`src/rtl/dee_pkg.sv`:
```
`default_nettype none
package dee_pkg;

	localparam int SYM_W        = 8;
	localparam int DICT_REGS    = 4;
	localparam int DICT_ENTRIES = 16;
	localparam int IDX_W        = 4;
	localparam int REG_W        = 32;
	localparam int CFG_IDX_W    = 8;
	localparam int PEND_W       = 7;
	localparam int CNT_W        = 3;
	localparam int ACC_W        = 16;
	localparam int CODE_W       = 9;

	localparam logic [3:0] LEN_HIT  = 4'd5;
	localparam logic [3:0] LEN_MISS = 4'd9;

	typedef logic [DICT_REGS-1:0][REG_W-1:0] dict_t;

	localparam dict_t DICT_RESET = {
		32'h666D6375, 32'h646C6872, 32'h736E696F, 32'h61746520
	};

	typedef enum logic [CFG_IDX_W-1:0] {
		REG_DICT_0_3   = 8'd0,
		REG_DICT_4_7   = 8'd1,
		REG_DICT_8_11  = 8'd2,
		REG_DICT_12_15 = 8'd3
	} cfg_reg_t;

	typedef struct packed {
		logic             hit;
		logic [IDX_W-1:0] idx;
	} match_t;

	typedef struct packed {
		logic [SYM_W-1:0] packed_byte;
		logic             run_last;
		logic             stream_done;
	} word_t;

	// up to two words produced by one symbol
	typedef struct packed {
		logic [1:0] n;
		word_t      w1;
		word_t      w0;
	} res_t;

endpackage
`default_nettype wire

```
`src/rtl/dee_if.sv`:
```
`default_nettype none
interface dee_in_if;
	logic                      valid;
	logic                      ready;
	logic [dee_pkg::SYM_W-1:0] symbol_in;
	logic                      end_of_stream;

	modport source (output valid, output symbol_in, output end_of_stream, input ready);
	modport sink   (input valid, input symbol_in, input end_of_stream, output ready);
endinterface

interface dee_out_if;
	logic                      valid;
	logic                      ready;
	logic [dee_pkg::SYM_W-1:0] packed_byte;
	logic                      run_last;
	logic                      stream_done;

	modport source (output valid, output packed_byte, output run_last, output stream_done,
		input ready);
	modport sink   (input valid, input packed_byte, input run_last, input stream_done,
		output ready);
endinterface

interface dee_cfg_if;
	logic                          valid;
	logic                          ready;
	logic [dee_pkg::CFG_IDX_W-1:0] index;
	logic [dee_pkg::REG_W-1:0]     data;

	modport source (output valid, output index, output data, input ready);
	modport sink   (input valid, input index, input data, output ready);
endinterface
`default_nettype wire

```
`src/rtl/dictionary_escape_encoder_top.sv`:
```
`default_nettype none
// Dictionary escape encoder.
// in_ch  : one symbol per word, end_of_stream set on the last symbol of a stream.
// out_ch : packed output bytes, MSB first; run_last marks the last byte caused by
//          a symbol, stream_done the final byte of a stream.
// cfg    : register writes, index 0..3 loads dictionary words (entry 4k in
//          bits 7..0 of word k); other indexes are ignored. Always ready;
//          write only while no symbol is in flight.
// A symbol is registered in the input stage on acceptance, then matched and packed
// combinationally into a two-word output buffer, from which its first byte is
// offered on out_ch. A symbol gives 0 to 2 bytes; the buffer drains one byte per
// cycle while out_ch is ready, so sustained rate is one symbol per cycle while
// symbols give at most one byte; one that gives two waits for room for both.
// Stalls on out_ch hold the buffer; the input stage keeps accepting while the
// buffer has room for the symbol being packed.
// Reset empties the input stage, the buffer and the bit packer, and reloads
// the dictionary with its default contents.
module dictionary_escape_encoder_top (
	input  wire logic  clk,
	input  wire logic  arst_n,
	dee_in_if.sink     in_ch,
	dee_out_if.source  out_ch,
	dee_cfg_if.sink    cfg
);
	import dee_pkg::*;

	dict_t            dict_q;
	logic [SYM_W-1:0] sym_s1;
	logic             eos_s1;
	logic             v_s1;
	match_t           match;
	res_t             res;
	logic [1:0]       space;
	logic             fire;
	logic             in_acc;
	word_t            head;

	assign cfg.ready = 1'b1;

	always_ff @(posedge clk or negedge arst_n) begin
		if (!arst_n) begin
			dict_q <= DICT_RESET;
		end else if (cfg.valid) begin
			unique case (cfg_reg_t'(cfg.index))
				REG_DICT_0_3:   dict_q[0] <= cfg.data;
				REG_DICT_4_7:   dict_q[1] <= cfg.data;
				REG_DICT_8_11:  dict_q[2] <= cfg.data;
				REG_DICT_12_15: dict_q[3] <= cfg.data;
				default:        dict_q    <= dict_q;
			endcase
		end
	end

	assign fire         = v_s1 && (res.n <= space);
	assign in_ch.ready  = !v_s1 || fire;
	assign in_acc       = in_ch.valid && in_ch.ready;

	always_ff @(posedge clk or negedge arst_n) begin
		if (!arst_n) begin
			v_s1 <= 1'b0;
		end else if (in_acc) begin
			v_s1 <= 1'b1;
		end else if (fire) begin
			v_s1 <= 1'b0;
		end
	end

	always_ff @(posedge clk) begin
		if (in_acc) begin
			sym_s1 <= in_ch.symbol_in;
			eos_s1 <= in_ch.end_of_stream;
		end
	end

	dee_match u_match (
		.dict  (dict_q),
		.sym   (sym_s1),
		.match (match)
	);

	dee_pack u_pack (
		.clk    (clk),
		.arst_n (arst_n),
		.sym    (sym_s1),
		.eos    (eos_s1),
		.match  (match),
		.fire   (fire),
		.res    (res)
	);

	dee_obuf u_obuf (
		.clk    (clk),
		.arst_n (arst_n),
		.res    (res),
		.push   (fire),
		.space  (space),
		.valid  (out_ch.valid),
		.ready  (out_ch.ready),
		.head   (head)
	);

	assign out_ch.packed_byte = head.packed_byte;
	assign out_ch.run_last    = head.run_last;
	assign out_ch.stream_done = head.stream_done;

endmodule
`default_nettype wire

```
`src/rtl/dee_match.sv`:
```
`default_nettype none
module dee_match (
	input  wire dee_pkg::dict_t                dict,
	input  wire logic [dee_pkg::SYM_W-1:0]     sym,
	output dee_pkg::match_t                    match
);
	import dee_pkg::*;

	always_comb begin
		match = '0;
		// walk downwards so the lowest matching entry is kept
		for (int d = DICT_ENTRIES - 1; d >= 0; d--) begin
			if (dict[d / 4][8 * (d % 4) +: SYM_W] == sym) begin
				match.hit = 1'b1;
				match.idx = IDX_W'(d);
			end
		end
	end

endmodule
`default_nettype wire

```
`src/rtl/dee_pack.sv`:
```
`default_nettype none
module dee_pack (
	input  wire logic                      clk,
	input  wire logic                      arst_n,
	input  wire logic [dee_pkg::SYM_W-1:0] sym,
	input  wire logic                      eos,
	input  wire dee_pkg::match_t           match,
	input  wire logic                      fire,
	output dee_pkg::res_t                  res
);
	import dee_pkg::*;

	logic [PEND_W-1:0] pend_q;
	logic [CNT_W-1:0]  cnt_q;

	logic [3:0]        len;
	logic [CODE_W-1:0] code;
	logic [ACC_W-1:0]  acc;
	logic [4:0]        total;
	logic [CNT_W-1:0]  rem;
	logic [1:0]        nb;
	logic              pad;
	logic [SYM_W-1:0]  pad_byte;
	logic [SYM_W-1:0]  mask;
	logic [PEND_W-1:0] keep;

	always_comb begin
		len      = match.hit ? LEN_HIT : LEN_MISS;
		code     = match.hit ? {4'b0, 1'b1, match.idx} : {1'b0, sym};
		acc      = (ACC_W'(pend_q) << len) | ACC_W'(code);
		total    = 5'({2'b0, cnt_q}) + 5'({1'b0, len});
		rem      = total[2:0];
		nb       = total[4] ? 2'd2 : (total[3] ? 2'd1 : 2'd0);
		pad      = eos && (rem != '0);
		pad_byte = SYM_W'(acc << (4'd8 - {1'b0, rem}));
		mask     = (8'd1 << rem) - 8'd1;
		keep     = PEND_W'(acc) & PEND_W'(mask);

		res      = '0;
		res.n    = nb + {1'b0, pad};
		unique case (nb)
			2'd2: begin
				res.w0.packed_byte = acc[15:8];
				res.w1.packed_byte = acc[7:0];
			end
			2'd1: begin
				res.w0.packed_byte = SYM_W'(acc >> rem);
				res.w1.packed_byte = pad_byte;
			end
			default: begin
				res.w0.packed_byte = pad_byte;
				res.w1.packed_byte = '0;
			end
		endcase
		if (res.n == 2'd2) begin
			res.w1.run_last    = 1'b1;
			res.w1.stream_done = eos;
		end else begin
			res.w0.run_last    = 1'b1;
			res.w0.stream_done = eos;
		end
	end

	always_ff @(posedge clk or negedge arst_n) begin
		if (!arst_n) begin
			pend_q <= '0;
			cnt_q  <= '0;
		end else if (fire) begin
			pend_q <= eos ? '0 : keep;
			cnt_q  <= eos ? '0 : rem;
		end
	end

endmodule
`default_nettype wire

```
`src/rtl/dee_obuf.sv`:
```
`default_nettype none
module dee_obuf (
	input  wire logic           clk,
	input  wire logic           arst_n,
	input  wire dee_pkg::res_t  res,
	input  wire logic           push,
	output logic [1:0]          space,
	output logic                valid,
	input  wire logic           ready,
	output dee_pkg::word_t      head
);
	import dee_pkg::*;

	word_t      d0_q;
	word_t      d1_q;
	logic [1:0] cnt_q;
	logic       pop;
	logic [1:0] rc;
	word_t      r0;
	logic [1:0] add;

	always_comb begin
		valid = (cnt_q != 2'd0);
		head  = d0_q;
		pop   = valid && ready;
		rc    = cnt_q - {1'b0, pop};
		r0    = pop ? d1_q : d0_q;
		space = 2'd2 - rc;
		add   = push ? res.n : 2'd0;
	end

	always_ff @(posedge clk) begin
		case (rc)
			2'd0: begin
				d0_q <= res.w0;
				d1_q <= res.w1;
			end
			2'd1: begin
				d0_q <= r0;
				d1_q <= res.w0;
			end
			default: begin
				d0_q <= d0_q;
				d1_q <= d1_q;
			end
		endcase
	end

	always_ff @(posedge clk or negedge arst_n) begin
		if (!arst_n) begin
			cnt_q <= 2'd0;
		end else begin
			cnt_q <= rc + add;
		end
	end

endmodule
`default_nettype wire

```
`src/flat_wrapper.sv`:
```
// flat-port wrapper written by rule: the top's interface ports become plain ports
module dictionary_escape_encoder_top_flat import dee_pkg::*;
  (clk, arst_n, in_ch_valid, in_ch_symbol_in, in_ch_end_of_stream, in_ch_ready, out_ch_valid, out_ch_packed_byte, out_ch_run_last, out_ch_stream_done, out_ch_ready, cfg_valid, cfg_index, cfg_data, cfg_ready);
  dee_in_if in_ch_i ();
  dee_out_if out_ch_i ();
  dee_cfg_if cfg_i ();
  input  wire logic clk;
  input  wire logic arst_n;
  input wire logic [$bits(in_ch_i.valid)-1:0] in_ch_valid;
  input wire logic [$bits(in_ch_i.symbol_in)-1:0] in_ch_symbol_in;
  input wire logic [$bits(in_ch_i.end_of_stream)-1:0] in_ch_end_of_stream;
  output wire logic [$bits(in_ch_i.ready)-1:0] in_ch_ready;
  output wire logic [$bits(out_ch_i.valid)-1:0] out_ch_valid;
  output wire logic [$bits(out_ch_i.packed_byte)-1:0] out_ch_packed_byte;
  output wire logic [$bits(out_ch_i.run_last)-1:0] out_ch_run_last;
  output wire logic [$bits(out_ch_i.stream_done)-1:0] out_ch_stream_done;
  input wire logic [$bits(out_ch_i.ready)-1:0] out_ch_ready;
  input wire logic [$bits(cfg_i.valid)-1:0] cfg_valid;
  input wire logic [$bits(cfg_i.index)-1:0] cfg_index;
  input wire logic [$bits(cfg_i.data)-1:0] cfg_data;
  output wire logic [$bits(cfg_i.ready)-1:0] cfg_ready;
  assign in_ch_i.valid = in_ch_valid;
  assign in_ch_i.symbol_in = in_ch_symbol_in;
  assign in_ch_i.end_of_stream = in_ch_end_of_stream;
  assign in_ch_ready = in_ch_i.ready;
  assign out_ch_valid = out_ch_i.valid;
  assign out_ch_packed_byte = out_ch_i.packed_byte;
  assign out_ch_run_last = out_ch_i.run_last;
  assign out_ch_stream_done = out_ch_i.stream_done;
  assign out_ch_i.ready = out_ch_ready;
  assign cfg_i.valid = cfg_valid;
  assign cfg_i.index = cfg_index;
  assign cfg_i.data = cfg_data;
  assign cfg_ready = cfg_i.ready;
  dictionary_escape_encoder_top u_core (.clk(clk), .arst_n(arst_n), .in_ch(in_ch_i), .out_ch(out_ch_i), .cfg(cfg_i));
endmodule
```
`config.mk`:
```
export PLATFORM = sky130hd
export DESIGN_NAME = dictionary_escape_encoder_top_flat
export DESIGN_NICKNAME = d
export VERILOG_FILES = /design/src/rtl/dee_pkg.sv /design/src/rtl/dee_if.sv /design/src/rtl/dictionary_escape_encoder_top.sv /design/src/rtl/dee_match.sv /design/src/rtl/dee_pack.sv /design/src/rtl/dee_obuf.sv /design/src/flat_wrapper.sv
export SDC_FILE = /design/constraint.sdc
export NUM_CORES = 1
export LEC_CHECK = 0
export BUFFER_PORTS_ARGS = -buffer_cell sky130_fd_sc_hd__clkbuf_2
export CAP_MARGIN = 20
export CORE_UTILIZATION = 40
export DETAILED_ROUTE_END_ITERATION = 6
export PLACE_DENSITY = 0.59
export SLEW_MARGIN = 20
export SYNTH_ARGS = -nofsm -noshare
export SYNTH_HDL_FRONTEND = slang
export SYNTH_HIERARCHICAL = 1
export SYNTH_SLANG_ARGS = --single-unit
```
`constraint.sdc`:
```
create_clock -name clk -period 5.4 [get_ports clk]
set_input_delay 0.27 -clock clk [delete_from_list [all_inputs] [get_ports clk]]
set_output_delay 0.27 -clock clk [all_outputs]
set_load 0.02 [all_outputs]
```
# [After elaboration in Yosys (flattened, before gate mapping)]
# Index checks and enable logic that the tools add are counted.
[word_totals] regBits=170 wordCells=103 out_inout_bits=13
[classes] shift=4 n_eq_ne=24 magnitude_cmp=1 n_reduce_logical=17 bitwise=2 n_addsub=7 mux=32
[op_table] cell="$eq A8 B8 Y1" count=16
[op_table] cell="$mux W5" count=16
[op_table] cell="$pmux W10 S2" count=2
[op_table] cell="$pmux W8 S2" count=2
[op_table] cell="$eq A8 B2 Y1 const B" count=2
[op_table] cell="$or A16 B8 Y16" count=1
[op_table] cell="$shl A16 B4 Y8" count=1
[op_table] cell="$shl A7 B4 Y16" count=1
[op_table] cell="$shr A16 B3 Y8" count=1
[op_table] cell="$mux W10" count=1
[op_table] cell="$reduce_and A2 Y1" count=5
[op_table] cell="$eq A8 B1 Y1 const B" count=1
[op_table] cell="$logic_not A8 Y1" count=1
[op_table] cell="$mux W2" count=4
[op_table] cell="$mux W8" count=1
[op_table] cell="$and A7 B7 Y7" count=1
[op_table] cell="$mux W7" count=1
[op_table] cell="$shl A1 B3 Y7 const A" count=1
[op_table] cell="$sub A7 B1 Y7 const B" count=1
[op_table] cell="$reduce_bool A2 Y1" count=3
[op_table] cell="$add A3 B4 Y5" count=1
[op_table] cell="$eq A2 B1 Y1 const B" count=2
[op_table] cell="$eq A2 B2 Y1 const B" count=2
[op_table] cell="$logic_and A1 B1 Y1" count=4
[op_table] cell="other kinds (14)" count=16

# [Logic depth before layout (Yosys ltp)]
[logic_depth] ltp_word=27 ltp_mapped=28

# [Cells and area by module]
# The synthesis kept the hierarchy.
[modules_own_cells] mod="dictionary_escape_encoder_top" n_inst=1 area_each_um2=5278.8 cells_each=299
[modules_own_cells] mod="dee_pack" n_inst=1 area_each_um2=2042.0 cells_each=250
[modules_own_cells] mod="dee_match" n_inst=1 area_each_um2=1859.3 cells_each=221
[modules_own_cells] mod="dee_obuf" n_inst=1 area_each_um2=1159.9 cells_each=67

# [Worst setup path before layout]
# OpenSTA, ideal clock, no wires.
[synth_path] path_kind="reg-to-reg" startpoint="register u_core.sym_s1[4]" endpoint="register u_core.eos_s1, enable pin" arrival_time_ps=5176 required_time_ps=5062 path_slack_ps=-114 path_buffers=7 setup_ps=338 period_less_slack_ps=5514 path_stages_with_launch=25 path_cell_list="edfxtp_1 buf_6 buf_8 xnor2_1 nand4_1 nor2_1 nand4b_1 nor4b_1 nand2_1 buf_2 inv_1 clkbuf_1 ha_1 buf_2 xor2_1 buf_2 buf_2 nand2_1 and2_1 ha_1 xnor2_1 ha_1 nor2b_1 o211ai_1 and2_1"
[synth_rtl] element="from (decl)" line="dictionary_escape_encoder_top.sv:28" rtl="logic [SYM_W-1:0] sym_s1;"
[synth_rtl] element="from (signal assigned)" line="dictionary_escape_encoder_top.sv:70" rtl="sym_s1 <= in_ch.symbol_in;"
[synth_rtl] element="to (signal assigned)" line="dictionary_escape_encoder_top.sv:71" rtl="eos_s1 <= in_ch.end_of_stream;"
[synth_rtl] element="to (decl)" line="dictionary_escape_encoder_top.sv:29" rtl="logic eos_s1;"

==> results.tsv <==
stage	metric	value	unit
run_status	status	completed	
layout	fin util	0.454	
yosys	async set-or-reset flop fraction in the synthesized netlist	0.829	
timing	Worst Max-Slew Pin Slew	1.06	ns
yosys	Mapped Nets	904	
layout	antenna cells	0	
place	Post-DP Area	10800	um2
power	switching share of total power	0.421	
routing	TritonRoute pass-1 iters	4	
place	GPL Wtd Cong	0.885	
yosys	library cells used by synthesis	73	
floorplan	number of I/O pins	67	
floorplan	die extent in x	163	um
yosys	synthesized flop and latch total	170	
global_route	largest net degree at the start of global routing	89	
cts	H-tree lvl count	4	
routing	Routed Antenna Nets	0	
layout	synthesis-to-finish area growth	10.9	%
power	Sequential Power Share	0.265	
global_route	remaining global-route overflow	0	
cts	Max clock buf depth	2	
yosys	Most used DFF post-synth	dfrtp_1	
power	PD cells	601	nW/um2
worst_setup_path	worst path bufs/invs	4	
cts	total CTS buffers	17	
yosys	Synth Cell Area	10300	um2
timing	final worst slack	0.314	ns
floorplan	core area	25300	um2
timing	Max Clk Rate	197	MHz
worst_setup_path	Reg-to-Reg Start	u_core/sym_s1[0]	
timing	Final Setup Violations	0	
routing	Iteration-0 DRC Markers	466	
power	Power Internal	3.99	mW
global_route	number of global-route vias before repair	6780	
hold_path	hold depth	1	
worst_setup_path	Critical Path RT	5.13	ns
layout	share of cells above drive strength 1	0.423	
timing	Max Slew Vio Count	0	
timing	crit path time final	5.09	ns
cts	CTS tree	done	
place	PortBufs	65	
cts	Worst-path clk slew	0.07	ns
place	DP Wirelength	17300	um
power	clock share of power	0.172	
timing	Slew HR	0.293	
floorplan	standard-cell rows	58	
worst_setup_path	R2R Setup Slk	0.42	ns
timing	Final Cycle Share	0.942	
power	sw power	2.90	mW
worst_setup_path	Slowest-stage cell, CP	nor4_2	
worst_setup_path	max incr delay on CP	0.50	ns
worst_setup_path	Largest delay share family, worst path	simple AND/OR/NAND/NOR gates	
cts	clock insertion delay at the later pin of the skew report	0.44	ns
global_route	GRT Util Overall	0.195	
worst_setup_path	WP data arrival	4.82	ns
worst_setup_path	worst-path maximum fanout	18	
routing	DRT Wirelength	24900	um
yosys	post-synthesis sequential area ratio	0.433	
hold_path	hold endpoint	u_core/sym_s1[5]	
place	worst slack at placement	0.167	ns
worst_setup_path	Cell Chain, Critical Path	buf_12 > xor2_1 > nor4_2 > nand2_1 > nand4b_1 > nor4b_2 > nand2_2 > inv_1 > ha_1 > nand3b_2 > and2_1 > a21oi_1 > nand2_1 > inv_2 > ha_1 > xnor2_1 > ha_1 > nor2b_1 > o211ai_1 > clkbuf_2	
routing	WL/cell	20.1	um
power	leakage	4.93	nW
hold_path	Min-Delay Startpoint	in_ch_symbol_in[5]	
layout	fin area	11500	um2
worst_setup_path	CP Capture Type	output port	
cts	Clock Sinks	170	
cts	CTS Root Buffer Type	clkbuf_16	
routing	DR vias/cell	5.41	
worst_setup_path	most repeated library cell on the critical path	ha_1	
global_route	antenna violations before repair	0	
yosys	Mapped Cells	837	
floorplan	initial cell density of the core	0.409	
worst_setup_path	capturing point of the worst reg2reg path	u_core/u_pack/pend_q[3]	
yosys	yosys warns	6	
yosys	EDFF count, synth	29	
hold_path	Hold Crit Class	in -> reg	
worst_setup_path	Worst Setup Start Kind	register	
worst_setup_path	worst r2r path cells	23	
power	worst ir drop on vdd	0.322	mV
yosys	Mean Syn Cell Area	12.4	um2
worst_setup_path	crit path kind	reg -> out	
timing	Fin. Hold Viols	0	
routing	DRC violations left	0	
floorplan	die area	26500	um2
floorplan	die height	163	um
global_route	first-pass GRT wire length	39300	um
timing	worst clock skew	0.0179	ns
power	proportion of power drawn by combinational gates	0.562	
flow_run	Max Cap Viol	0	
routing	via count	6698	
timing	Fin Setup TNS	0	ns
layout	NumNets Final	962	
routing by layer:
layer,wire length (um),vias to the layer above,global-route usage
met5,0,-,0
met4,306,0,0.0561
met3,912,23,0.0323
met2,11600,147,0.307
met1,12000,3380,0.275
li1,-,3148,-
power by group through the flow:
| stage | Clock [mW] | Sequential [mW] | Combinational [mW] |
|---|---|---|---|
| 6_report | 1.19 | 1.83 | 3.87 |
| 5_1_grt | 1.26 | 1.85 | 4.19 |
| 3_3_place_gp | 0 | 1.84 | 3.78 |
| 4_1_cts | 1.22 | 1.83 | 3.81 |
| 2_1_floorplan | 0 | 1.86 | 3.04 |
| 3_5_place_dp | 0 | 1.85 | 3.79 |
cells in the final DEF, fill, tap and decap left out, types with 8 or more instances in the layout:
master,count
mux2_2,137
mux2i_1,24
nor3_1,9
nand4_1,14
a21oi_1,14
xor2_1,81
mux2_4,20
o22ai_1,10
nand2_1,37
o211ai_1,13
ha_1,13
clkbuf_2,64
edfxtp_1,29
inv_1,14
nor2_1,25
nor4_1,8
dfrtp_1,77
o21ai_0,10
nor4_2,13
clkbuf_16,17
buf_4,20
dfstp_2,64
xnor2_1,54
metrics by stage:
| step | instances | hold WS, ns | power [mW] |
|---|---|---|---|
| after CTS | 1236 | 0.00847 | 6.86 |
| final | 1238 | 0.0218 | 6.89 |
| after global routing | 1238 | 0.0114 | 7.30 |
| after floorplan | 837 | -0.0256 | 4.90 |
| after global placement | 1202 | 0.400 | 5.62 |
| after detailed placement | 1202 | 0.396 | 5.64 |
kinds of logic (layout without fill, tap and decap cells):
group | count (synthesis) | in the layout | synth area share
adders and majority gates | 13 | 13 | 0.0157
DFF | 170 | 170 | 0.433
and+or+nand+nor | 160 | 160 | 0.0912
xor gates and xnor gates | 138 | 138 | 0.118
buffers and inverters | 69 | 140 | 0.0540
other | 1 | 1 | 0.000363
AOI/OAI and AO/OA | 92 | 92 | 0.0639
muxes | 194 | 194 | 0.223
registers in the layout, summed over array words and instances (netlist names):
signal / count
u_core/u_pack/cnt_q: 3
u_core/dict_q: 128
u_core/eos_s1: 1
u_core/u_pack/pend_q: 7
u_core/u_obuf/head: 10
u_core/u_obuf/cnt_q: 2
u_core/sym_s1: 8
u_core/v_s1: 1
u_core/u_obuf/d1_q: 10
cell type report:
type	instances	area [um2]
Clock inverter	13	106
Multi-Input combinational cell	598	5350
Timing Repair Buffer	92	602
Clock buffer	19	453
Tap cell	330	413
Sequential cell	170	4480
Fill cell	2366	13800
Inverter	16	60.1
synth_stat cells, types with 14 or more instances:
master | count | area share
mux2_4 | 20 | 0.029
edfxtp_1 | 29 | 0.084
xnor2_1 | 54 | 0.046
a21oi_1 | 14 | 0.0068
mux2i_1 | 24 | 0.023
buf_2 | 17 | 0.0082
buf_6 | 17 | 0.019
dfstp_2 | 64 | 0.16
nor2_1 | 25 | 0.0091
mux2_2 | 137 | 0.15
nand2_1 | 38 | 0.014
xor2_1 | 82 | 0.069
nand4_1 | 14 | 0.0085
inv_1 | 14 | 0.0051
dfrtp_1 | 77 | 0.19
timing repair:
item	4_1_cts	5_1_grt
buffers inserted	0	2
setup endpoints to repair	0	18
resized for setup	0	9
hold buffers	2	0
endpoints found under the hold margin	47	0
worst max-delay path by stage:
stage,depth (start not counted),slack [ns],start,end
CTS,19,0.14,u_core/sym_s1[4],in_ch_ready
global route,20,-0.008,u_core/sym_s1[4],in_ch_ready
detailed placement,22,0.17,u_core/sym_s1[4],u_core/u_pack/pend_q[3]
floorplan,24,0.08,u_core/sym_s1[4],u_core/eos_s1
finish,20,0.31,u_core/sym_s1[0],in_ch_ready
global placement,22,0.28,u_core/sym_s1[4],u_core/u_pack/pend_q[3]
(Power assumes the default switching activity.)
